===== src/rtl/lst_pkg.sv =====
// Shared types and codes for the LRU slot table.
// Used by lst_cell, lst_ctrl and lru_slot_table; depends on nothing.
package lst_pkg;

  // Widest field the records carry; modules cut down to their own widths.
  localparam int MAX_KEY_BITS   = 64;
  localparam int MAX_STAMP_BITS = 64;
  localparam int MAX_IDX_BITS   = 8;

  typedef enum logic [1:0] {
    OP_FIND   = 2'd0,
    OP_ALLOC  = 2'd1,
    OP_REMOVE = 2'd2,
    OP_TOUCH  = 2'd3
  } op_t;

  typedef enum logic [1:0] {
    ST_OK   = 2'd0,
    ST_MISS = 2'd1,
    ST_DUP  = 2'd2
  } status_t;

  typedef enum logic [1:0] {
    S_IDLE,
    S_SCAN,
    S_DECIDE
  } state_t;

  // Search record that walks down the row of cells, one cell per cycle.
  typedef struct packed {
    logic                      valid;
    logic                      hit_found;
    logic [MAX_IDX_BITS-1:0]   hit_idx;
    logic                      free_found;
    logic [MAX_IDX_BITS-1:0]   free_idx;
    logic                      tgt_valid;
    logic                      min_found;
    logic [MAX_IDX_BITS-1:0]   min_idx;
    logic [MAX_STAMP_BITS-1:0] min_stamp;
    logic [MAX_KEY_BITS-1:0]   min_key;
  } probe_t;

  // Write broadcast from the controller to every cell.
  typedef struct packed {
    logic                      wr;
    logic [MAX_IDX_BITS-1:0]   idx;
    logic                      set_valid;
    logic                      valid_val;
    logic                      set_key;
    logic [MAX_KEY_BITS-1:0]   key;
    logic                      set_stamp;
    logic [MAX_STAMP_BITS-1:0] stamp;
  } upd_t;

endpackage


===== src/rtl/lst_cell.sv =====
// One slot of the table: valid bit, key and use stamp, plus one stage of
// the search record chain. Depends on lst_pkg.
module lst_cell #(
  parameter int CELL_IDX   = 0,
  parameter int KEY_BITS   = 64,
  parameter int STAMP_BITS = 32,
  parameter int IDX_BITS   = 4,
  parameter int CNT_BITS   = 5
) (
  input  logic                  clk,
  input  logic                  rst,
  input  logic [CNT_BITS-1:0]   lim,
  input  logic [KEY_BITS-1:0]   req_key,
  input  logic [IDX_BITS-1:0]   req_idx,
  input  lst_pkg::probe_t       probe_in,
  output lst_pkg::probe_t       probe_out,
  input  lst_pkg::upd_t         upd
);

  logic                  valid;
  logic [KEY_BITS-1:0]   key;
  logic [STAMP_BITS-1:0] stamp;

  lst_pkg::probe_t probe_next;
  logic            active;
  logic            sel;

  assign active = CNT_BITS'(CELL_IDX) < lim;
  assign sel    = upd.wr && (upd.idx == lst_pkg::MAX_IDX_BITS'(CELL_IDX));

  always_comb begin
    probe_next = probe_in;
    if (active) begin
      if (valid && (key == req_key) && !probe_in.hit_found) begin
        probe_next.hit_found = 1'b1;
        probe_next.hit_idx   = lst_pkg::MAX_IDX_BITS'(CELL_IDX);
      end
      if (!valid && !probe_in.free_found) begin
        probe_next.free_found = 1'b1;
        probe_next.free_idx   = lst_pkg::MAX_IDX_BITS'(CELL_IDX);
      end
      // strict less-than: lower index keeps ties
      if (valid && (!probe_in.min_found ||
                    (stamp < probe_in.min_stamp[STAMP_BITS-1:0]))) begin
        probe_next.min_found = 1'b1;
        probe_next.min_idx   = lst_pkg::MAX_IDX_BITS'(CELL_IDX);
        probe_next.min_stamp = lst_pkg::MAX_STAMP_BITS'(stamp);
        probe_next.min_key   = lst_pkg::MAX_KEY_BITS'(key);
      end
      if (req_idx == IDX_BITS'(CELL_IDX)) begin
        probe_next.tgt_valid = valid;
      end
    end
  end

  always_ff @(posedge clk) begin
    if (rst) begin
      probe_out <= '0;
      valid     <= 1'b0;
    end else begin
      probe_out <= probe_next;
      if (sel && upd.set_valid) begin
        valid <= upd.valid_val;
      end
    end
  end

  always_ff @(posedge clk) begin
    if (sel && upd.set_key) begin
      key <= upd.key[KEY_BITS-1:0];
    end
    if (sel && upd.set_stamp) begin
      stamp <= upd.stamp[STAMP_BITS-1:0];
    end
  end

endmodule


===== config.mk =====
export PLATFORM = sky130hd
export DESIGN_NAME = lst_cell
export DESIGN_NICKNAME = d
export VERILOG_FILES = /design/src/rtl/lst_pkg.sv /design/src/rtl/lst_cell.sv
export SDC_FILE = /design/constraint.sdc
export NUM_CORES = 1
export LEC_CHECK = 0
export BUFFER_PORTS_ARGS = -buffer_cell sky130_fd_sc_hd__buf_2
export CAP_MARGIN = 40
export CORE_AREA = 2 2 209 211
export DETAILED_ROUTE_END_ITERATION = 10
export DIE_AREA = 0 0 211 213
export GPL_ROUTABILITY_DRIVEN = 0
export SLEW_MARGIN = 30
export SYNTH_ARGS = -nofsm -noshare
export SYNTH_HDL_FRONTEND = slang
export SYNTH_SLANG_ARGS = --single-unit

===== constraint.sdc =====
create_clock -name clk -period 3.7 [get_ports clk]
set_clock_uncertainty 0.05 [all_clocks]
set_input_delay 0.37 -clock clk [delete_from_list [all_inputs] [get_ports clk]]
set_output_delay 0.37 -clock clk [all_outputs]
set_load 0.03 [all_outputs]

# Word level (Yosys, flattened, before mapping)
# Cells that the tools add are included.
# W data, S select, Z words.
# classes
addsub	0
multipliers	0
div	0
magnitude_cmp	2
n_eq_ne	1
n_shift	0
n_mux	5
bitwise	0
n_reduce_logical	15
# ops
op	n
$mux W156	1
$mux W137	1
$eq A64 B64 Y1	1
$lt A32 B32 Y1	1
$mux W9	2
$logic_and A1 B1 Y1	8
$logic_not A8 Y1	1
$lt A1 B5 Y1 const A	1
$logic_not A1 Y1	4
$logic_not A4 Y1	1
$logic_or A1 B1 Y1	1
$mux W1	1
# word_totals
reg_bits	254
latch_bits	0
ramBits	0
mem_bits_ro	0
input_bits	373
out_inout_bits	157
elab_cells	36
mem_count	0

# Longest topological paths before layout
# Gate-level depths: netlist (run 1).
# logic_depth
ltp_word	5
mapped_depth	11
ltp_nobuf	8

# Least setup slack after synthesis (run 1)
# Ideal clock, no wire load.
# synth_timing
kind	in2reg
start	input upd[134] in the netlist's numbering
end	register key[0], enable pin
setup_time_ns	0.429
arrival_ns	2.537
t_required_ns	3.221
setup_slack_ns	0.685
path_stages	4
path_buffers	0
cell_sequence	nor4_1 nand3b_1 nor4_1 and2_1
# synth_via
elab_chain_len	3
# synth_lines
item	line	source
start, declared	lst_cell.sv:17	input lst_pkg::upd_t upd
$logic_not A8 Y1	lst_cell.sv:29	assign sel = upd.wr && (upd.idx == lst_pkg::MAX_IDX_BITS'(CELL_IDX));
$logic_and A1 B1 Y1	lst_cell.sv:29	
$logic_and A1 B1 Y1	lst_cell.sv:69	if (sel && upd.set_key) begin
end signal, assigned	lst_cell.sv:70	key <= upd.key[KEY_BITS-1:0];
end, declared	lst_cell.sv:21	logic [KEY_BITS-1:0] key;
# Every way passes these cells.
# A chain may end at the register's enable or synchronous reset.

# Final worst setup path (run 1)
# layout_timing
start	input probe_in[65] in the netlist's numbering
end	register probe_out[10] in the netlist's numbering
# layout_via
elab_chain_len	5
# layout_lines
item	line	source
start, declared	lst_cell.sv:15	input lst_pkg::probe_t probe_in,
$lt A32 B32 Y1	lst_cell.sv:44	(stamp < probe_in.min_stamp[STAMP_BITS-1:0]))) begin
$logic_or A1 B1 Y1	lst_cell.sv:43	if (valid && (!probe_in.min_found ||
$logic_and A1 B1 Y1	lst_cell.sv:43	
$mux W137	lst_cell.sv:43	
$mux W156	lst_cell.sv:33	if (active) begin
end signal, assigned	lst_cell.sv:61	probe_out <= probe_next;
end, declared	lst_cell.sv:16	output lst_pkg::probe_t probe_out,
# Every way passes these cells.

==> impl_metrics.csv, run 1 <==
group,metric,value,unit
outcome,outcome,"finished clean",
placement,pre_cts_ws,0.593,ns
grt,groute.usage.overall,15.4,%
sta,min_period,3.07,ns
grt,grt_max_degree,122,
synthesis,yosysSeqAreaShare,57.3,%
synthesis,yosysWarnings,0,
power_and_ir_drop,sw_frac_of_total,23.9,%
synthesis,synth_common_cells,"nand2b_1, dfxtp_1, mux2i_1",
clock_tree,cts_max_level,1,
grt,grt_pass1_vias,9485,
sta,setup_ws,0.634,ns
setup_path,rr_worst_depth,8,
route,vias_per_cell,4.22,
floorplanning,core,42700,sq um
synthesis,syn_nets,1286,
route,routed_wirelength,36700,um
floorplanning,ios,530,
synthesis,syn_inst,882,
cells_and_area,drive_gt1_share,34.8,%
route,drt_iter0_drc,411,
setup_path,critPathLaunch,"probe_in[65]",
hold_path,min_from,"probe_in[37]",
placement,dp_hpwl,26600,um
route,num_vias,9085,
synthesis,muxShareOfSynthArea,9.20,%
setup_path,startpoint_type,"input port",
clock_tree,clock_path_buffers,3,
placement,placed_area,13700,sq um
synthesis,yosysMostFrequentCell,"nand2b_1",
setup_path,critPathMaxFanout,42,
synthesis,syn_avg_cell_area,12.0,sq um
setup_path,r2r_start,"stamp[1]",
sta,slew_violations,0,
sta,whs,0.0311,ns
grt,antenna_found_initial,5,
cells_and_area,diodes,0,
clock_tree,cts.repair.resized,0,
power_and_ir_drop,power_frac_comb,13.2,%
route,ant_nets,0,
setup_path,end_kind,"flip-flop",
clock_tree,cts_sinks,254,
power_and_ir_drop,intPower,5240,uW
route,drc,0,
grt,grt_use_met3,3.79,%
synthesis,synth_flop_cell,"dfxtp_1",
clock_tree,cts_made_buffers,29,
cells_and_area,fin_nets,1990,
sta,slew_headroom,44.6,%
synthesis,synth-seq-cells,254,
synthesis,synth_top_family_by_area,"simple AND/OR/NAND/NOR gates",
placement,port_buffers,497,
synthesis,netlist_area,10600,sq um
floorplanning,start_util,24.7,%
grt,met1_usage,17.0,%
route,first_pass_iters,4,
clock_tree,clkLatencyLatePin,0.56,ns
power_and_ir_drop,p_leak,0.00730,uW
power_and_ir_drop,clock_power_share,43.0,%
hold_path,min_path_cells,3,
floorplanning,die_h,213,um
floorplanning,rows,76,
power_and_ir_drop,switchingPower,1640,uW
cells_and_area,area_delta_synth_final,58.0,%
hold_path,hp-class,"in -> reg",
setup_path,critPathArrivalTime,3.49,ns
route,post_drt_wl_per_cell,17.1,um
synthesis,synth_fa_ha_area_share,3.67,%
sta,hold_violations,0,
synthesis,async_flop_share,0,%
clock_tree,cts.reportedPaths.clkPinSlew,0.06,ns
power_and_ir_drop,p_per_area,412,nW/um^2
power_and_ir_drop,p_seq_share,43.8,%
cells_and_area,final_util,39.1,%
grt,gr-total-overflow,0,
sta,rsz0062_at_grt,"false",
floorplanning,dieArea,44900,sq um
clock_tree,cts-root-buf,"clkbuf_16",
grt,grt_pass1_wl,52600,um
synthesis,synth_area_leaders,"dfxtp_1, edfxtp_1, nand2b_1, mux2i_1, ha_1",
sta,clock.fmax,326,MHz
synthesis,synth.distinct_cells,41,
synthesis,yosys.area.top_type_share,30.0,%
clock_tree,cts_tree,"done",
grt,top_usage_layer,"met2",
setup_path,required,4.13,ns
setup_path,critPathKind,"in -> reg",
power_and_ir_drop,vdd_ir_drop_max,0.416,mV
synthesis,synth_edf_count,96,
floorplanning,die_w,211,um
grt,grt_use_met2,28.7,%
flow_run,maxCapViolations,0,
synthesis,yosys.area.top_type,"dfxtp_1",
sta,setup_viol,0,
synthesis,yosys.area_share.xor_xnor,4.06,%
sta,fin_tns_setup,0,ns
synthesis,synth-simple-area-share,18.8,%
sta,tightest_slew,0.820,ns
synthesis,synth_compound_area_share,2.82,%
cells_and_area,final_area,16700,sq um
sta,timing.final.crit_share,82.9,%
cell type report:
class	instances	area, sq um
inverters	49	184
clock inverters	8	95.1
flip-flops and latches	254	6050
repair buffers	714	4690
fillers	4043	26000
multi-input cells	538	4080
clock buffers	45	897
well taps	546	683
registers in the layout, summed over array words and instances, names as in the netlist:
name,cells
key,64
probe_out,157
stamp,32
valid,1
power by group through the flow:
stage / combinational, uW / sequential (uW) / clock (uW)
2_1_floorplan: 200 / 3260 / 0
3_3_place_gp: 725 / 3070 / 0
3_5_place_dp: 733 / 3070 / 0
4_1_cts: 909 / 3010 / 3060
5_1_grt: 978 / 3020 / 3130
6_report: 910 / 3010 / 2960
layout by cell type (no fill, tap or decap), types with 7 or more instances in the layout:
| cell type | Yosys | final |
|---|---|---|
| xor2_1 | 33 | 33 |
| xnor2_1 | 16 | 16 |
| nand2b_1 | 193 | 193 |
| edfxtp_1 | 96 | 96 |
| clkbuf_8 | 0 | 9 |
| a21oi_1 | 15 | 15 |
| nor4_1 | 14 | 14 |
| and2_1 | 19 | 18 |
| nor2b_1 | 7 | 7 |
| nand4_1 | 10 | 10 |
| ha_1 | 31 | 31 |
| nor3b_1 | 40 | 40 |
| mux2i_1 | 97 | 97 |
| nand2_1 | 13 | 13 |
| buf_4 | 1 | 9 |
| nand3_1 | 7 | 7 |
| inv_1 | 49 | 49 |
| dlygate4sd3_1 | 0 | 203 |
| buf_2 | 0 | 496 |
| nor2_1 | 9 | 9 |
| clkbuf_16 | 0 | 30 |
| dfxtp_1 | 158 | 158 |
metal layers:
metal	part of all wire, %	vias to the layer above	wire length (um)
li1	-	4405	-
met1	39	4224	14300
met2	51	382	18600
met3	7.0	70	2560
met4	3.5	4	1280
met5	0.063	-	23
worst max-delay path, cell delays in order:
cell and delay, ns:
dlygate4sd3_1 0.53, buf_2 0.11, inv_1 0.04, ha_1 0.28, a2111o_1 0.36, o211ai_1 0.13, o211ai_1 0.26, a2111oi_4 0.57
buf_12 0.30, buf_12 0.23, mux2i_1 0.23
what timing repair did:
item / CTS / global route
buffers inserted: 0 / 0
setup endpoints to repair: 0 / 0
endpoints found under the hold margin: 203 / 0
hold buffers: 203 / 0
final timing paths:
kind                   end  slack (ns)
max          probe_out[10]        0.63
min          probe_out[37]        0.03
max reg2reg  probe_out[10]        0.73
min reg2reg  probe_out[64]        0.50
metrics by stage:
stage	cells	power, uW
detailed placement	1898	3810
finish	2154	6880
floorplan	882	3460
CTS	2154	6980
global placement	1898	3800
global route	2154	7120
logic make-up (layout without fill, tap and decap cells):
logic type / count (synthesis) / count (layout)
and+or+nand+nor: 318 / 318
DFF: 254 / 254
muxes: 97 / 97
buffers and inverters: 90 / 816
xor gates and xnor gates: 49 / 49
AOI/OAI and AO/OA: 43 / 43
adders and majority gates: 31 / 31
(Power assumes the default switching activity.)
==> inputs of run 2 (changes only) <==
- ABC_AREA: default -> 1
- CORE_AREA: 2 2 209 211 -> 2 2 206 208
- DIE_AREA: 0 0 211 213 -> 0 0 208 210
- clock period: 3.7 -> 2.6 ns (I/O delays scaled with it)
==> run 2 against run 1 <==
Worst hold slack gained 0.014 ns; clock-buffer cell count increased by 2; critical path depth up 4; via count increased by 24%; sequential power is 43% higher; critical endpoint is now probe_out[16]; highest routed layer is now met4.
==> impl_metrics.csv, run 2 <==
group,metric,value,unit
outcome,outcome,"finished clean",
power_and_ir_drop,p_per_area,570,nW/um^2
route,vias_per_cell,4.36,
grt,grt_pass1_vias,11700,
sta,tightest_slew,0.691,ns
sta,setup_viol,0,
cells_and_area,final_util,42.4,%
setup_path,path_buf_inv,3,
cells_and_area,largest_reg_flops,157,
sta,min_period,2.41,ns
setup_path,cp_slowest_stage_delay,0.41,ns
floorplanning,ios,530,
route,ant_nets,0,
setup_path,r2r_start,"stamp[15]",
sta,slew_violations,0,
sta,hold_violations,0,
synthesis,async_flop_share,0,%
floorplanning,rows,75,
synthesis,synth-seq-cells,254,
power_and_ir_drop,p_leak,0.00874,uW
floorplanning,die_h,210,um
sta,slew_headroom,53.9,%
clock_tree,cts_sinks,254,
setup_path,critPathMaxFanout,35,
route,num_vias,11200,
setup_path,rr_worst_depth,15,
grt,antenna_found_initial,6,
power_and_ir_drop,vdd_ir_drop_max,0.435,mV
sta,clock.fmax,415,MHz
hold_path,hp-class,"in -> reg",
setup_path,r2r-end,"probe_out[16]",
synthesis,syn_avg_cell_area,8.72,sq um
synthesis,yosysSeqAreaShare,55.3,%
power_and_ir_drop,p_seq_share,42.8,%
setup_path,cp_top_family,"simple AND/OR/NAND/NOR gates",
power_and_ir_drop,intPower,7490,uW
synthesis,synth_edf_count,96,
floorplanning,dieArea,43700,sq um
grt,grt_pass1_wl,64100,um
sta,timing.final.crit_share,92.6,%
cells_and_area,area_delta_synth_final,61.1,%
route,post_drt_wl_per_cell,16.9,um
setup_path,slowest_stage,"edfxtp_1",
floorplanning,die_w,208,um
hold_path,min_from,"rst",
setup_path,critPathKind,"reg -> reg",
route,drt_iter0_drc,662,
sta,fin_tns_setup,0,ns
cells_and_area,drive_gt1_share,30.5,%
clock_tree,cts.repair.resized,0,
synthesis,yosys.area.top_type,"dfxtp_1",
cells_and_area,largest_registers,"probe_out: 157 flops, key: 64 flops, stamp: 32 flops",
setup_path,critPathArrivalTime,2.85,ns
synthesis,netlist_area,10900,sq um
cells_and_area,largest-register,"probe_out",
clock_tree,cts-root-buf,"clkbuf_16",
route,drc,0,
placement,port_buffers,497,
synthesis,synth_common_cells,"nand2_1, nor2_1, inv_1",
setup_path,ff2ff_setup_slack,0.19,ns
synthesis,syn_inst,1253,
route,first_pass_iters,5,
setup_path,end_kind,"flip-flop",
placement,dp_hpwl,31000,um
clock_tree,clock_path_buffers,3,
cells_and_area,final_cell_mix,"buf_2, dlygate4sd3_1, nand2_1",
synthesis,synth_flop_cell,"dfxtp_1",
power_and_ir_drop,clock_power_share,42.5,%
sta,rsz0062_at_grt,"false",
clock_tree,cts_max_level,1,
synthesis,syn_nets,1657,
synthesis,yosysWarnings,0,
clock_tree,cts_tree,"done",
power_and_ir_drop,power_frac_comb,14.7,%
clock_tree,cts.reportedPaths.clkPinSlew,0.06,ns
grt,grt_max_degree,76,
clock_tree,clkLatencyLatePin,0.57,ns
hold_path,min_to,"probe_out[88]",
grt,groute.usage.overall,18.9,%
floorplanning,core,41500,sq um
power_and_ir_drop,sw_frac_of_total,25.3,%
clock_tree,cts_made_buffers,29,
cells_and_area,fin_nets,2411,
floorplanning,start_util,26.3,%
synthesis,synth.distinct_cells,32,
grt,gr-total-overflow,0,
setup_path,crit_top_cell,"nand2_1",
cells_and_area,final_common_cell,"buf_2",
power_and_ir_drop,switchingPower,2530,uW
setup_path,startpoint_type,"flip-flop",
setup_path,required,3.04,ns
synthesis,yosys.area.top_type_share,28.9,%
route,routed_wirelength,43600,um
synthesis,synth_area_leaders,"dfxtp_1, edfxtp_1, nand2_1, nor2_1, inv_1",
hold_path,min_path_cells,4,
clock_tree,cts_setup_buffers,0,
setup_path,cp_cell_sequence,"ha_1 -> nand2_1 -> inv_2 -> nand3_2 -> a31oi_1 -> nor2_1 -> nand2_1 -> nand2_1 -> nand2_1 -> nand2_8 -> buf_12 -> buf_4 -> nand3_1 -> nand2_1 -> nor2_1",
synthesis,yosysMostFrequentCell,"nand2_1",
flow_run,maxCapViolations,0,
[run 2: cell count changes after synthesis, sizes merged, moves of 19 or more]
cell    previous run  this run
nor2               9       182
xor2              33        12
mux2i             97         0
nand2             13       237
buf               15        51
inv               49       171
nand3              7       117
nand2b           193         0
nor3b             40         0
o21ai              4        26
a21oi             15       114
and2              19         0
[run 2: cells by family (layout without fill, tap and decap cells)]
logic type	Yosys count	in the layout	share of synthesized area, %
buffers and inverters	235	1010	10.3
other	0	6	0
flip-flops	254	254	55.3
AND/OR/NAND/NOR	569	569	22.6
adder cells (fa/ha/maj)	31	31	3.55
XOR/XNOR	16	16	1.28
AO/OA/AOI/OAI	148	148	6.92
[run 2: layout make-up]
cell class,instances,area (sq um)
clock inverters,5,27.5
inverters,172,653
flip-flops and latches,254,6050
clock buffers,47,977
fillers,3977,23900
diodes,6,15.0
multi-input cells,764,3790
well taps,539,674
repair buffers,786,5420
[run 2: what timing repair did]
item,in CTS,in global routing
hold buffers,256,0
hold endpoints to repair,254,0
endpoints found under the setup margin,0,0
[run 2: power groups by stage]
stage | combinational, uW | sequential [uW] | clock [uW]
finish | 1470 | 4290 | 4260
global route | 1580 | 4300 | 4490
CTS | 1460 | 4290 | 4370
detailed placement | 1150 | 4380 | 0
global placement | 1130 | 4370 | 0
floorplan | 336 | 4650 | 0
[run 2: worst max path at each step]
stage	endpoint	slack [ns]	cells after the start	from
floorplan	stamp[0]	-0.008	5	upd[135]
global placement	probe_out[35]	0.21	17	probe_in[67]
detailed placement	probe_out[35]	0.20	15	stamp[15]
CTS	probe_out[35]	0.19	15	stamp[15]
global route	probe_out[31]	0.07	13	stamp[19]
finish	probe_out[16]	0.19	15	stamp[15]
[run 2: tightest hold or removal path, cell delays in order]
cell and delay [ns]:
buf_2 0.12, inv_4 0.11, nand2_1 0.09, nor2_1 0.03
[run 2: layer usage]
layer	vias to the layer above	GRT usage [%]	wire length (um)	part of all wire [%]
met4	0	7.75	1840	4.2
met3	104	4.95	3070	7.0
met1	5115	20.4	16800	38
met5	-	0	0	0
li1	5524	-	-	-
met2	483	35.1	21900	50
[run 2: through the flow]
step | worst slack, ns | power, uW | hold slack, ns | instance area [sq um] | std cells
after floorplan | -0.00849 | 4990 | 0.309 | 10900 | 1253
after global placement | 0.209 | 5510 | 0.387 | 14000 | 2259
after detailed placement | 0.196 | 5530 | 0.388 | 14000 | 2259
after CTS | 0.194 | 10100 | 0.0305 | 17600 | 2567
after global routing | 0.0670 | 10400 | 0.0510 | 17600 | 2571
final | 0.193 | 10000 | 0.0449 | 17600 | 2573
