`config.mk`:
```
export PLATFORM = sky130hd
export DESIGN_NAME = lst_ctrl
export DESIGN_NICKNAME = d
export VERILOG_FILES = /design/src/rtl/lst_pkg.sv /design/src/rtl/lst_ctrl.sv
export SDC_FILE = /design/constraint.sdc
export NUM_CORES = 1
export LEC_CHECK = 0
export ABC_AREA = 0
export ABC_CLOCK_PERIOD_IN_PS = 11780
export BUFFER_PORTS_ARGS = -buffer_cell sky130_fd_sc_hd__buf_4
export CAP_MARGIN = 25
export CORE_AREA = 2 2 266 268
export CTS_BUF_LIST = sky130_fd_sc_hd__clkbuf_4 sky130_fd_sc_hd__clkbuf_8 sky130_fd_sc_hd__clkbuf_16
export DETAILED_ROUTE_END_ITERATION = 12
export DIE_AREA = 0 0 268 270
export HOLD_SLACK_MARGIN = 0.08
export PLACE_DENSITY_LB_ADDON = 0.1
export RECOVER_POWER = 50
export SLEW_MARGIN = 20
export SYNTH_ARGS = -nofsm -noshare
export SYNTH_HDL_FRONTEND = slang
export SYNTH_SLANG_ARGS = --single-unit
```
`constraint.sdc`:
```
create_clock -name clk -period 11.78 [get_ports clk]
set_clock_uncertainty 0.1 [all_clocks]
set_input_delay 3.534 -clock clk [delete_from_list [all_inputs] [get_ports clk]]
set_output_delay 3.534 -clock clk [all_outputs]
set_load 0.02 [all_outputs]
```
`src/rtl/lst_pkg.sv`:
```
// Shared types and codes for the LRU slot table.
// Used by lst_cell, lst_ctrl and lru_slot_table; depends on nothing.
package lst_pkg;

  // Widest field the records carry; modules cut down to their own widths.
  localparam int MAX_KEY_BITS   = 64;
  localparam int MAX_STAMP_BITS = 64;
  localparam int MAX_IDX_BITS   = 8;

  typedef enum logic [1:0] {
    OP_FIND   = 2'd0,
    OP_ALLOC  = 2'd1,
    OP_REMOVE = 2'd2,
    OP_TOUCH  = 2'd3
  } op_t;

  typedef enum logic [1:0] {
    ST_OK   = 2'd0,
    ST_MISS = 2'd1,
    ST_DUP  = 2'd2
  } status_t;

  typedef enum logic [1:0] {
    S_IDLE,
    S_SCAN,
    S_DECIDE
  } state_t;

  // Search record that walks down the row of cells, one cell per cycle.
  typedef struct packed {
    logic                      valid;
    logic                      hit_found;
    logic [MAX_IDX_BITS-1:0]   hit_idx;
    logic                      free_found;
    logic [MAX_IDX_BITS-1:0]   free_idx;
    logic                      tgt_valid;
    logic                      min_found;
    logic [MAX_IDX_BITS-1:0]   min_idx;
    logic [MAX_STAMP_BITS-1:0] min_stamp;
    logic [MAX_KEY_BITS-1:0]   min_key;
  } probe_t;

  // Write broadcast from the controller to every cell.
  typedef struct packed {
    logic                      wr;
    logic [MAX_IDX_BITS-1:0]   idx;
    logic                      set_valid;
    logic                      valid_val;
    logic                      set_key;
    logic [MAX_KEY_BITS-1:0]   key;
    logic                      set_stamp;
    logic [MAX_STAMP_BITS-1:0] stamp;
  } upd_t;

endpackage

```
`src/rtl/lst_ctrl.sv`:
```
// Request sequencer for the LRU slot table: launches the search down the
// cell row, decides the operation, writes back and holds the result.
// Depends on lst_pkg.
module lst_ctrl #(
  parameter int SLOTS      = 16,
  parameter int KEY_BITS   = 64,
  parameter int STAMP_BITS = 32,
  parameter int IDX_BITS   = 4,
  parameter int CNT_BITS   = 5
) (
  input  logic                clk,
  input  logic                rst,
  input  logic                cfg_we,
  input  logic [CNT_BITS-1:0] cfg_wdata,
  input  logic                in_valid,
  output logic                in_ready,
  input  logic [1:0]          in_op,
  input  logic [KEY_BITS-1:0] in_key,
  input  logic [IDX_BITS-1:0] in_idx,
  output logic                out_valid,
  input  logic                out_ready,
  output logic [1:0]          out_status,
  output logic [IDX_BITS-1:0] out_slot,
  output logic                out_evict,
  output logic [KEY_BITS-1:0] out_victim,
  output logic [CNT_BITS-1:0] out_occ,
  output logic [CNT_BITS-1:0] lim,
  output logic [KEY_BITS-1:0] req_key,
  output logic [IDX_BITS-1:0] req_idx,
  output lst_pkg::probe_t     launch,
  input  lst_pkg::probe_t     tail,
  output lst_pkg::upd_t       upd
);

  lst_pkg::state_t       state, state_next;
  lst_pkg::op_t          req_op;
  lst_pkg::probe_t       scan_rec;
  logic [CNT_BITS-1:0]   active_slots;
  logic [STAMP_BITS-1:0] use_clock, use_clock_next;
  logic [CNT_BITS-1:0]   valid_count, valid_count_next;

  logic [STAMP_BITS-1:0] new_stamp;
  logic                  commit;
  lst_pkg::status_t      res_status;
  logic [IDX_BITS-1:0]   res_slot;
  logic                  res_evict;
  logic [KEY_BITS-1:0]   res_victim;

  assign in_ready  = (state == lst_pkg::S_IDLE);
  assign commit    = (state == lst_pkg::S_DECIDE) && (!out_valid || out_ready);
  assign new_stamp = (use_clock == '1) ? use_clock : use_clock + STAMP_BITS'(1);
  assign lim       = ((active_slots == '0) || (active_slots > CNT_BITS'(SLOTS))) ?
                     CNT_BITS'(SLOTS) : active_slots;

  // next state
  always_comb begin
    state_next = state;
    unique case (state)
      lst_pkg::S_IDLE:   if (in_valid) state_next = lst_pkg::S_SCAN;
      lst_pkg::S_SCAN:   if (tail.valid) state_next = lst_pkg::S_DECIDE;
      lst_pkg::S_DECIDE: if (commit) state_next = lst_pkg::S_IDLE;
      default:           state_next = lst_pkg::S_IDLE;
    endcase
  end

  // decision and write-back
  always_comb begin
    upd              = '0;
    res_status       = lst_pkg::ST_MISS;
    res_slot         = '0;
    res_evict        = 1'b0;
    res_victim       = '0;
    use_clock_next   = use_clock;
    valid_count_next = valid_count;
    if (state == lst_pkg::S_DECIDE) begin
      unique case (req_op)
        lst_pkg::OP_FIND: begin
          if (scan_rec.hit_found) begin
            res_status = lst_pkg::ST_OK;
            res_slot   = scan_rec.hit_idx[IDX_BITS-1:0];
          end
        end
        lst_pkg::OP_ALLOC: begin
          if (scan_rec.hit_found) begin
            res_status = lst_pkg::ST_DUP;
            res_slot   = scan_rec.hit_idx[IDX_BITS-1:0];
          end else begin
            res_status     = lst_pkg::ST_OK;
            upd.wr         = commit;
            upd.set_valid  = 1'b1;
            upd.valid_val  = 1'b1;
            upd.set_key    = 1'b1;
            upd.key        = lst_pkg::MAX_KEY_BITS'(req_key);
            upd.set_stamp  = 1'b1;
            upd.stamp      = lst_pkg::MAX_STAMP_BITS'(new_stamp);
            use_clock_next = new_stamp;
            if (scan_rec.free_found) begin
              upd.idx          = scan_rec.free_idx;
              res_slot         = scan_rec.free_idx[IDX_BITS-1:0];
              valid_count_next = valid_count + CNT_BITS'(1);
            end else begin
              // every active slot holds an entry: replace the oldest
              upd.idx    = scan_rec.min_idx;
              res_slot   = scan_rec.min_idx[IDX_BITS-1:0];
              res_evict  = 1'b1;
              res_victim = scan_rec.min_key[KEY_BITS-1:0];
            end
          end
        end
        lst_pkg::OP_REMOVE: begin
          if (scan_rec.hit_found) begin
            res_status    = lst_pkg::ST_OK;
            res_slot      = scan_rec.hit_idx[IDX_BITS-1:0];
            upd.wr        = commit;
            upd.idx       = scan_rec.hit_idx;
            upd.set_valid = 1'b1;
            upd.valid_val = 1'b0;
            if (valid_count != '0) begin
              valid_count_next = valid_count - CNT_BITS'(1);
            end
          end
        end
        lst_pkg::OP_TOUCH: begin
          // tgt_valid is only set by an active cell
          if (scan_rec.tgt_valid) begin
            res_status     = lst_pkg::ST_OK;
            res_slot       = req_idx;
            upd.wr         = commit;
            upd.idx        = lst_pkg::MAX_IDX_BITS'(req_idx);
            upd.set_stamp  = 1'b1;
            upd.stamp      = lst_pkg::MAX_STAMP_BITS'(new_stamp);
            use_clock_next = new_stamp;
          end
        end
        default: ;
      endcase
    end
  end

  always_ff @(posedge clk) begin
    if (rst) begin
      state        <= lst_pkg::S_IDLE;
      active_slots <= CNT_BITS'(SLOTS);
      use_clock    <= '0;
      valid_count  <= '0;
      launch       <= '0;
      scan_rec     <= '0;
      out_valid    <= 1'b0;
    end else begin
      state        <= state_next;
      // only the valid bit of the launched record ever moves
      launch.valid <= in_valid && in_ready;
      if (cfg_we) begin
        active_slots <= cfg_wdata;
      end
      if ((state == lst_pkg::S_SCAN) && tail.valid) begin
        scan_rec <= tail;
      end
      if (commit) begin
        use_clock   <= use_clock_next;
        valid_count <= valid_count_next;
        out_valid   <= 1'b1;
      end else if (out_ready) begin
        out_valid <= 1'b0;
      end
    end
  end

  always_ff @(posedge clk) begin
    if (in_valid && in_ready) begin
      req_op  <= lst_pkg::op_t'(in_op);
      req_key <= in_key;
      req_idx <= in_idx;
    end
    if (commit) begin
      out_status <= res_status;
      out_slot   <= res_slot;
      out_evict  <= res_evict;
      out_victim <= res_victim;
      out_occ    <= valid_count_next;
    end
  end

`ifndef SYNTHESIS
  a_scan_latency: assert property (@(posedge clk) disable iff (rst)
    (in_valid && in_ready) |-> ##(SLOTS+1) tail.valid)
    else $error("search record did not reach the end of the row on time");

  a_tail_in_scan: assert property (@(posedge clk) disable iff (rst)
    tail.valid |-> (state == lst_pkg::S_SCAN))
    else $error("search record arrived outside a scan");

  a_write_on_commit: assert property (@(posedge clk) disable iff (rst)
    upd.wr |-> ((state == lst_pkg::S_DECIDE) && (!out_valid || out_ready)))
    else $error("slot write without a free result register");

  a_count_bound: assert property (@(posedge clk) disable iff (rst)
    valid_count <= CNT_BITS'(SLOTS))
    else $error("occupancy exceeds slot count");

  a_clock_monotonic: assert property (@(posedge clk) disable iff (rst)
    $past(use_clock) <= use_clock)
    else $error("use clock went backward");
`endif

endmodule

```
== Word-level counts from Yosys, hierarchy flattened ==
Cells that the tools add are included.
Widths: inputs -> output; s select.

* Flip-flop bits (word level): 283
* Output and inout port bits: 449
* Logic and storage cells: 92

* Add/sub/neg operators: 3
* Magnitude comparators: 1
* Equal/unequal tests: 11
* Muxes and demuxes: 37
* Bitwise operators: 2
* Reductions and logical operators: 17

{| class="wikitable"
|+ Operators with widths
! operator !! number
|-
| $mux 141 || 2
|-
| $mux 65 || 2
|-
| $pmux 65 s2 || 1
|-
| $mux 32 || 3
|-
| $pmux 32 s2 || 1
|-
| $add 32x1->32 const B || 1
|-
| $eq 32x32->1 const B || 1
|-
| $mux 5 || 6
|-
| $pmux 9 s3 || 1
|-
| $mux 4 || 4
|-
| $pmux 2 s3 || 2
|-
| $pmux 4 s3 || 1
|-
| $mux 11 || 1
|-
| $ne 2x2->1 const B || 5
|-
| $pmux 5 s2 || 1
|-
| $mux 9 || 1
|-
| $mux 2 || 4
|-
| $mux 8 || 1
|-
| $eq 2x2->1 const B || 3
|-
| $add 5x1->5 const B || 1
|-
| $gt 5x5->1 const B || 1
|-
| $logic_not 5->1 || 1
|-
| $mux 1 || 5
|-
| $reduce_and 5->1 || 1
|-
| other kinds (14) || 21
|}

== Longest topological paths before layout ==
Gate-level depths: netlist of the first run.

* Depth after elaboration: 6
* Gate-level depth with buffers: 9
* Mapped depth without buffers: 7

== Worst setup path after synthesis of the first run ==
OpenSTA, ideal clock, no wires.

* Path type: input to output
* From: input port out_ready
* To: output port upd[140] (netlist bit)
* Arrival: 4.095 ns
* Setup slack: 4.051 ns
* Stages on the path: 2
* Cells stage by stage: nor2b_1 > a211oi_1

{| class="wikitable"
|+ RTL lines
! what !! line !! text
|-
| start: declaration || lst_ctrl.sv:21 || <nowiki>input logic out_ready,</nowiki>
|-
| end: declaration || lst_ctrl.sv:32 || <nowiki>output lst_pkg::upd_t upd</nowiki>
|}

==> results of run 1 <==
[area by class of cell]
cell class	instances	area [um^2]	share of cell area
Inverter	18	68.8	0.00381
Clock inverter	13	97.6	0.00540
Tap cell	940	1180	0.0651
Sequential cell	283	7130	0.394
Antenna cell	1	2.50	0.000138
Timing Repair Buffer	447	3000	0.166
Multi-Input combinational cell	1030	5370	0.297
Clock buffer	60	1230	0.0681
[cells in the mapped netlist (12+ instances only)]
library cell | number | share of area
nand3_1 | 16 | 0.0059
clkbuf_1 | 86 | 0.024
a21oi_1 | 162 | 0.060
or4_1 | 28 | 0.015
edfxtp_1 | 146 | 0.32
buf_4 | 188 | 0.10
or3_1 | 20 | 0.0092
o21ai_0 | 30 | 0.011
xnor2_1 | 12 | 0.0077
and3_1 | 75 | 0.035
inv_1 | 18 | 0.0050
o31ai_1 | 25 | 0.014
nor2_1 | 52 | 0.014
dfxtp_1 | 137 | 0.20
nand2_1 | 226 | 0.062
and2_1 | 69 | 0.032
nand4_1 | 18 | 0.0083
[logic make-up (layout without fill, tap and decap cells)]
kind of cell	Yosys count	in the layout	share of synthesized area
xor+xnor	13	13	0.00838
flops	283	283	0.524
mux	18	18	0.0139
fa+ha+maj	8	8	0.00736
buf+inv	300	538	0.135
other cells	1	189	0.000276
simple gates	558	558	0.210
compound gates	245	245	0.101
[worst max-delay path by stage]
stage                                startpoint        to  slack (ns)  cells after the start
after floorplan                       out_ready  upd[140]        4.05                      2
after global placement                out_ready  upd[140]        4.05                      4
after detailed placement              out_ready  upd[140]        4.05                      4
after CTS                             out_ready  upd[140]        4.05                      4
after global routing      state[1]$_SDFFE_PP0P_   upd[80]        3.23                      4
final                     state[1]$_SDFFE_PP0P_   upd[80]        3.60                      4
[sequential cells by signal (all words and copies together), names as in the netlist, 5 cells and up]
| name | count |
|---|---|
| scan_rec | 91 |
| valid_count | 5 |
| active_slots | 5 |
| req_key | 64 |
| use_clock | 32 |
| out_occ | 5 |
| out_victim | 64 |
[layer usage]
metal  vias up  track usage  wire length (um)
met4         0       0.0384              1150
met2       389        0.221             23900
li1       5383            -                 -
met1      5398        0.170             21900
met3        56       0.0448              4250
met5         -            0                 0
[power by group through the flow]
stage	registers (mW)	clock network (mW)	logic, mW
finish	1.09	1.21	0.227
global route	1.09	1.30	0.247
CTS	1.09	1.27	0.236
detailed placement	1.11	0	0.237
global placement	1.11	0	0.236
floorplan	1.12	0	0.160
[per-stage QoR]
step | setup slack [ns] | hold slack (ns) | util
final | 3.60 | 0.347 | 0.260
after global routing | 3.23 | 0.362 | 0.260
after CTS | 4.05 | 0.350 | 0.265
after detailed placement | 4.05 | 0.342 | 0.246
after global placement | 4.05 | 0.337 | 0.246
after floorplan | 4.05 | 0.332 | -
[worst min-delay path, delay by kind of cell (launching register included)]
kind / cells / cell delay (ns)
DFF: 1 / 0.30
and+or+nand+nor: 1 / 0.05
AOI/OAI and AO/OA: 1 / 0.05
==> impl_metrics.csv, run 1 <==
group,metric,value,unit
outcome,status,"finished, violations left",
outcome,violations,"capacitance limit, slew limit",
clock_network,cts.repair.resized,0,
yosys,synth_cell_types,53,
floorplan,coreArea,69500,um^2
yosys,synthesis.area,13600,um^2
critical_path,worst_ep_arrival_time,4.55,ns
clock_network,cts_buffer_depth,3,
clock_network,clk_pin_slew,0.05,ns
clock_network,cts_root_buffer,"clkbuf_16",
routing,vias,11200,
critical_path,criticalPathCategory,"reg2out",
critical_path,path_buf_inv,2,
clock_network,cts_tree,"done",
floorplan,start_util,0.195,
yosys,syn_inst,1426,
yosys,synthFlopType,"edfxtp_1",
yosys,synth_seq_area_share,0.524,
final_layout,final_nets,2065,
timing,slew_headroom,-1.49,
final_layout,layout_common_cells,"buf_4 (284), nand2_1 (226), conb_1 (188)",
yosys,yosysWarningCount,0,
final_layout,final_common_cell,"buf_4",
floorplan,die_h,270,um
routing,drc,0,
clock_network,cts_sinks,283,
routing,ant_nets,0,
timing,setup_viol,0,
critical_path,slowest_stage,"clkbuf_1",
grt,grt_usage,0.136,
timing,fin_crit_sh,0.694,
power,switchingPower,657,uW
critical_path,r2r-start,"state[1]$_SDFFE_PP0P_",
clock_network,cts_made_buffers,40,
critical_path,crit_path_start_kind,"flop",
grt,antenna_found_initial,2,
critical_path,r2r_end,"out_victim[14]$_SDFFCE_PP0N_",
power,p_seq_frac,0.431,
power,p_comb_frac,0.090,
yosys,ys_seq_elements,283,
min_path,hp-start,"scan_rec[59]$_SDFFE_PP0P_",
power,power_leakage,7.19,nW
routing,first_pass_iters,5,
floorplan,ios,686,
critical_path,worstPathMaxFanout,66,
min_path,whs_endpoint,"scan_rec[59]$_SDFFE_PP0P_",
placement,dp_cells,2715,
critical_path,reg2regPathDepth,5,
grt,grt_pass1_vias,11000,
clock_network,postCtsHoldBufs,0,
floorplan,die_area,72400,um^2
timing,rsz0062_at_grt,"false",
clock_network,clk_latency,0.56,ns
floorplan,die_w,268,um
grt,grt_max_degree,78,
clock_network,cts_max_level,2,
timing,slew_violations,251,
final_layout,synthToLayoutAreaGrowth,32.9,%
timing,setup_tns,0,ns
critical_path,max_stage_delay,2.01,ns
final_layout,drive_above_1_share,0.239,
power,power_density,140,nW/um^2
critical_path,reg2reg_slack,5.30,ns
placement,gp_congestion,0.765,
yosys,synth_edf_count,146,
min_path,holdPathStages,2,
power,internal-power,1.87,mW
critical_path,path_cells,"nor2b_1 > clkbuf_1 > and3_1 > buf_4",
floorplan,row_count,97,
job,max_cap_violations,4,
grt,grt-ovfl-total,0,
final_layout,fin_cells,2792,
final_layout,fillers,7582,
timing,hold_viol_final,0,
routing,routed_wl,51.2,mm
grt,grt_pass1_wl,73.7,mm
power,irDropWorstVdd,0.0000805,V
routing,wl_per_cell,18.3,um
critical_path,end_kind,"output port",
power,power_frac_clock,0.479,
power,p_sw_frac,0.260,
placement,dp_hpwl,36.4,mm
clock_network,post_cts_buffers,0,
placement,post_dp_cell_area,17100,um^2
timing,worst_pin_slew,3.74,ns
power,p_total,2.52,mW
critical_path,required,8.15,ns
yosys,async_flop_share,0,
routing,viasPerCell,4.02,
routing,drt_iter0_drc,680,
min_path,hp-class,"reg2reg",
yosys,avgSynthCellArea,9.53,um^2
timing,fmax,122,MHz
critical_path,critical-path-top-delay-family,"buffers and inverters",
timing,fin_crit,8.18,ns
final_layout,fin_area,18100,um^2
placement,port_buffers,432,
Power figures use the tool's default switching activity.
==> run 2: changes to the inputs <==
--- a/config.mk
+++ b/config.mk
@@ -6,7 +6,7 @@
 export NUM_CORES = 1
 export LEC_CHECK = 0
 export ABC_AREA = 0
-export ABC_CLOCK_PERIOD_IN_PS = 11780
+export ABC_CLOCK_PERIOD_IN_PS = 7600
 export BUFFER_PORTS_ARGS = -buffer_cell sky130_fd_sc_hd__buf_4
 export CAP_MARGIN = 25
 export CORE_AREA = 2 2 266 268
==> constraint.sdc (replaced) <==
create_clock -name clk -period 7.6 [get_ports clk]
set_clock_uncertainty 0.1 [all_clocks]
set_input_delay 2.28 -clock clk [delete_from_list [all_inputs] [get_ports clk]]
set_output_delay 2.28 -clock clk [all_outputs]
set_load 0.02 [all_outputs]
==> run 2 against run 1 <==
  * The flow still finishes with violations (capacitance limit, slew limit)
  * Core utilization barely moved
  * Via count stayed put
  * Non-clock buffer count is the same
  * Critical path depth unchanged
  * Hold slack about the same
  * Count of clock-buffer cells in the layout shrank 3
  * Sequential power grew 55%
  * Critical endpoint unchanged
  * Largest cell class unchanged
==> impl_metrics.csv, run 2 (same netlist as run 1, synthesis figures left out) <==
group,metric,value,unit
timing,fmax,157,MHz
clock_network,cts_made_buffers,40,
routing,viasPerCell,4.02,
grt,grt_pass1_wl,73.7,mm
placement,gp_congestion,0.768,
critical_path,max_stage_delay,1.77,ns
critical_path,path_cells,"nor2b_4 > clkbuf_1 > and3_1 > buf_4",
placement,post-place-ws,2.06,ns
critical_path,r2r_end,"valid_count[4]$_SDFFE_PP0N_",
timing,slew_headroom,-1.74,
clock_network,cts_sinks,283,
final_layout,final_common_cell,"buf_4",
clock_network,clk_pin_slew,0.05,ns
critical_path,criticalPathCategory,"reg2out",
power,power_leakage,7.17,nW
floorplan,row_count,97,
min_path,hp-start,"scan_rec[59]$_SDFFE_PP0P_",
min_path,whs_endpoint,"scan_rec[59]$_SDFFE_PP0P_",
placement,dp_hpwl,36.6,mm
timing,setup_viol,0,
clock_network,cts_root_buffer,"clkbuf_16",
floorplan,die_h,270,um
grt,grt_max_degree,77,
clock_network,cts_max_level,2,
clock_network,postCtsHoldBufs,0,
clock_network,post_cts_buffers,0,
critical_path,r2r-start,"state[1]$_SDFFE_PP0P_",
timing,rsz0062_at_grt,"false",
final_layout,final_nets,2065,
clock_network,clk_latency,0.57,ns
min_path,holdPathStages,2,
routing,ant_nets,0,
routing,drt_iter0_drc,511,
placement,port_buffers,432,
timing,worst_pin_slew,4.11,ns
power,irDropWorstVdd,0.000120,V
timing,fin_crit_sh,0.839,
min_path,hp-class,"reg2reg",
final_layout,drive_above_1_share,0.235,
grt,antenna_found_initial,2,
critical_path,end_kind,"output port",
timing,hold_viol_final,0,
grt,grt-ovfl-total,0,
routing,vias,11200,
floorplan,start_util,0.195,
critical_path,slowest_stage,"clkbuf_1",
power,power_density,217,nW/um^2
critical_path,required,5.22,ns
outcome,violations,"capacitance limit, slew limit",
timing,setup_tns,0,ns
final_layout,reg_top3,"scan_rec x91, out_victim x64, req_key x64",
clock_network,cts_buffer_depth,3,
final_layout,fin_cells,2792,
power,p_total,3.92,mW
critical_path,worstPathMaxFanout,62,
critical_path,reg2reg_slack,1.77,ns
final_layout,largest_reg_flops,91,
timing,slew_violations,335,
floorplan,ios,686,
grt,grt_usage,0.136,
job,max_cap_violations,5,
clock_network,cts_tree,"done",
timing,fin_ws,1.22,ns
final_layout,layout_common_cells,"buf_4 (281), nand2_1 (226), conb_1 (188)",
final_layout,synthToLayoutAreaGrowth,32.7,%
floorplan,die_w,268,um
timing,fin_crit,6.38,ns
critical_path,crit_path_start_kind,"flop",
final_layout,regMostFlops,"scan_rec",
placement,dp_cells,2718,
critical_path,reg2regPathDepth,8,
routing,routed_wl,51.2,mm
outcome,status,"finished, violations left",
floorplan,die_area,72400,um^2
critical_path,worst_ep_arrival_time,4.00,ns
routing,drc,0,
clock_network,cts.repair.resized,0,
routing,first_pass_iters,5,
routing,wl_per_cell,18.3,um
grt,grt_pass1_vias,10800,
floorplan,coreArea,69500,um^2
-- run 2: area by class of cell --
type / instances / area [um^2]
inverter: 18 / 68.8
sequential: 283 / 7130
clock buffer: 57 / 1160
antenna: 1 / 2.50
multi-input combinational: 1030 / 5370
clock inverter: 16 / 138
timing repair buffer: 447 / 2990
fill: 7623 / 51500
tap: 940 / 1180
-- run 2: power by group --
part / switching (mW) / internal, mW
combinational: 0.243 / 0.109
clock: 0.761 / 1.11
sequential: 0.0311 / 1.66
total: 1.04 / 2.88
-- run 2: how the worst max path moves through the flow --
stage,from,to,cells after the start
floorplan,out_ready,use_clock[18]$_SDFFE_PP0P_,6
global placement,use_clock[10]$_SDFFE_PP0P_,upd[20],6
detailed placement,use_clock[10]$_SDFFE_PP0P_,upd[20],6
CTS,use_clock[10]$_SDFFE_PP0P_,upd[20],6
global route,state[1]$_SDFFE_PP0P_,upd[80],4
finish,state[1]$_SDFFE_PP0P_,upd[80],4
-- run 2: metrics by stage --
stage	area, um^2	hold slack [ns]	util
CTS	18400	0.350	0.265
finish	18000	0.347	0.259
floorplan	14300	0.332	-
global route	18000	0.364	0.259
detailed placement	17100	0.342	0.246
global placement	17100	0.338	0.246
-- run 2: metal layers --
layer / up-vias / global-route usage / routed length (um)
met5: - / 0 / 13
met4: 2 / 0.0334 / 964
met3: 62 / 0.0448 / 4060
met2: 412 / 0.221 / 24100
met1: 5369 / 0.173 / 22100
li1: 5381 / - / -
-- run 2: critical path: cells and delay by family, from the launching register on --
kind                   cells  cell delay [ns]
AND/OR/NAND/NOR            2             0.94
flip-flops                 1             0.48
buffers and inverters      2             1.96
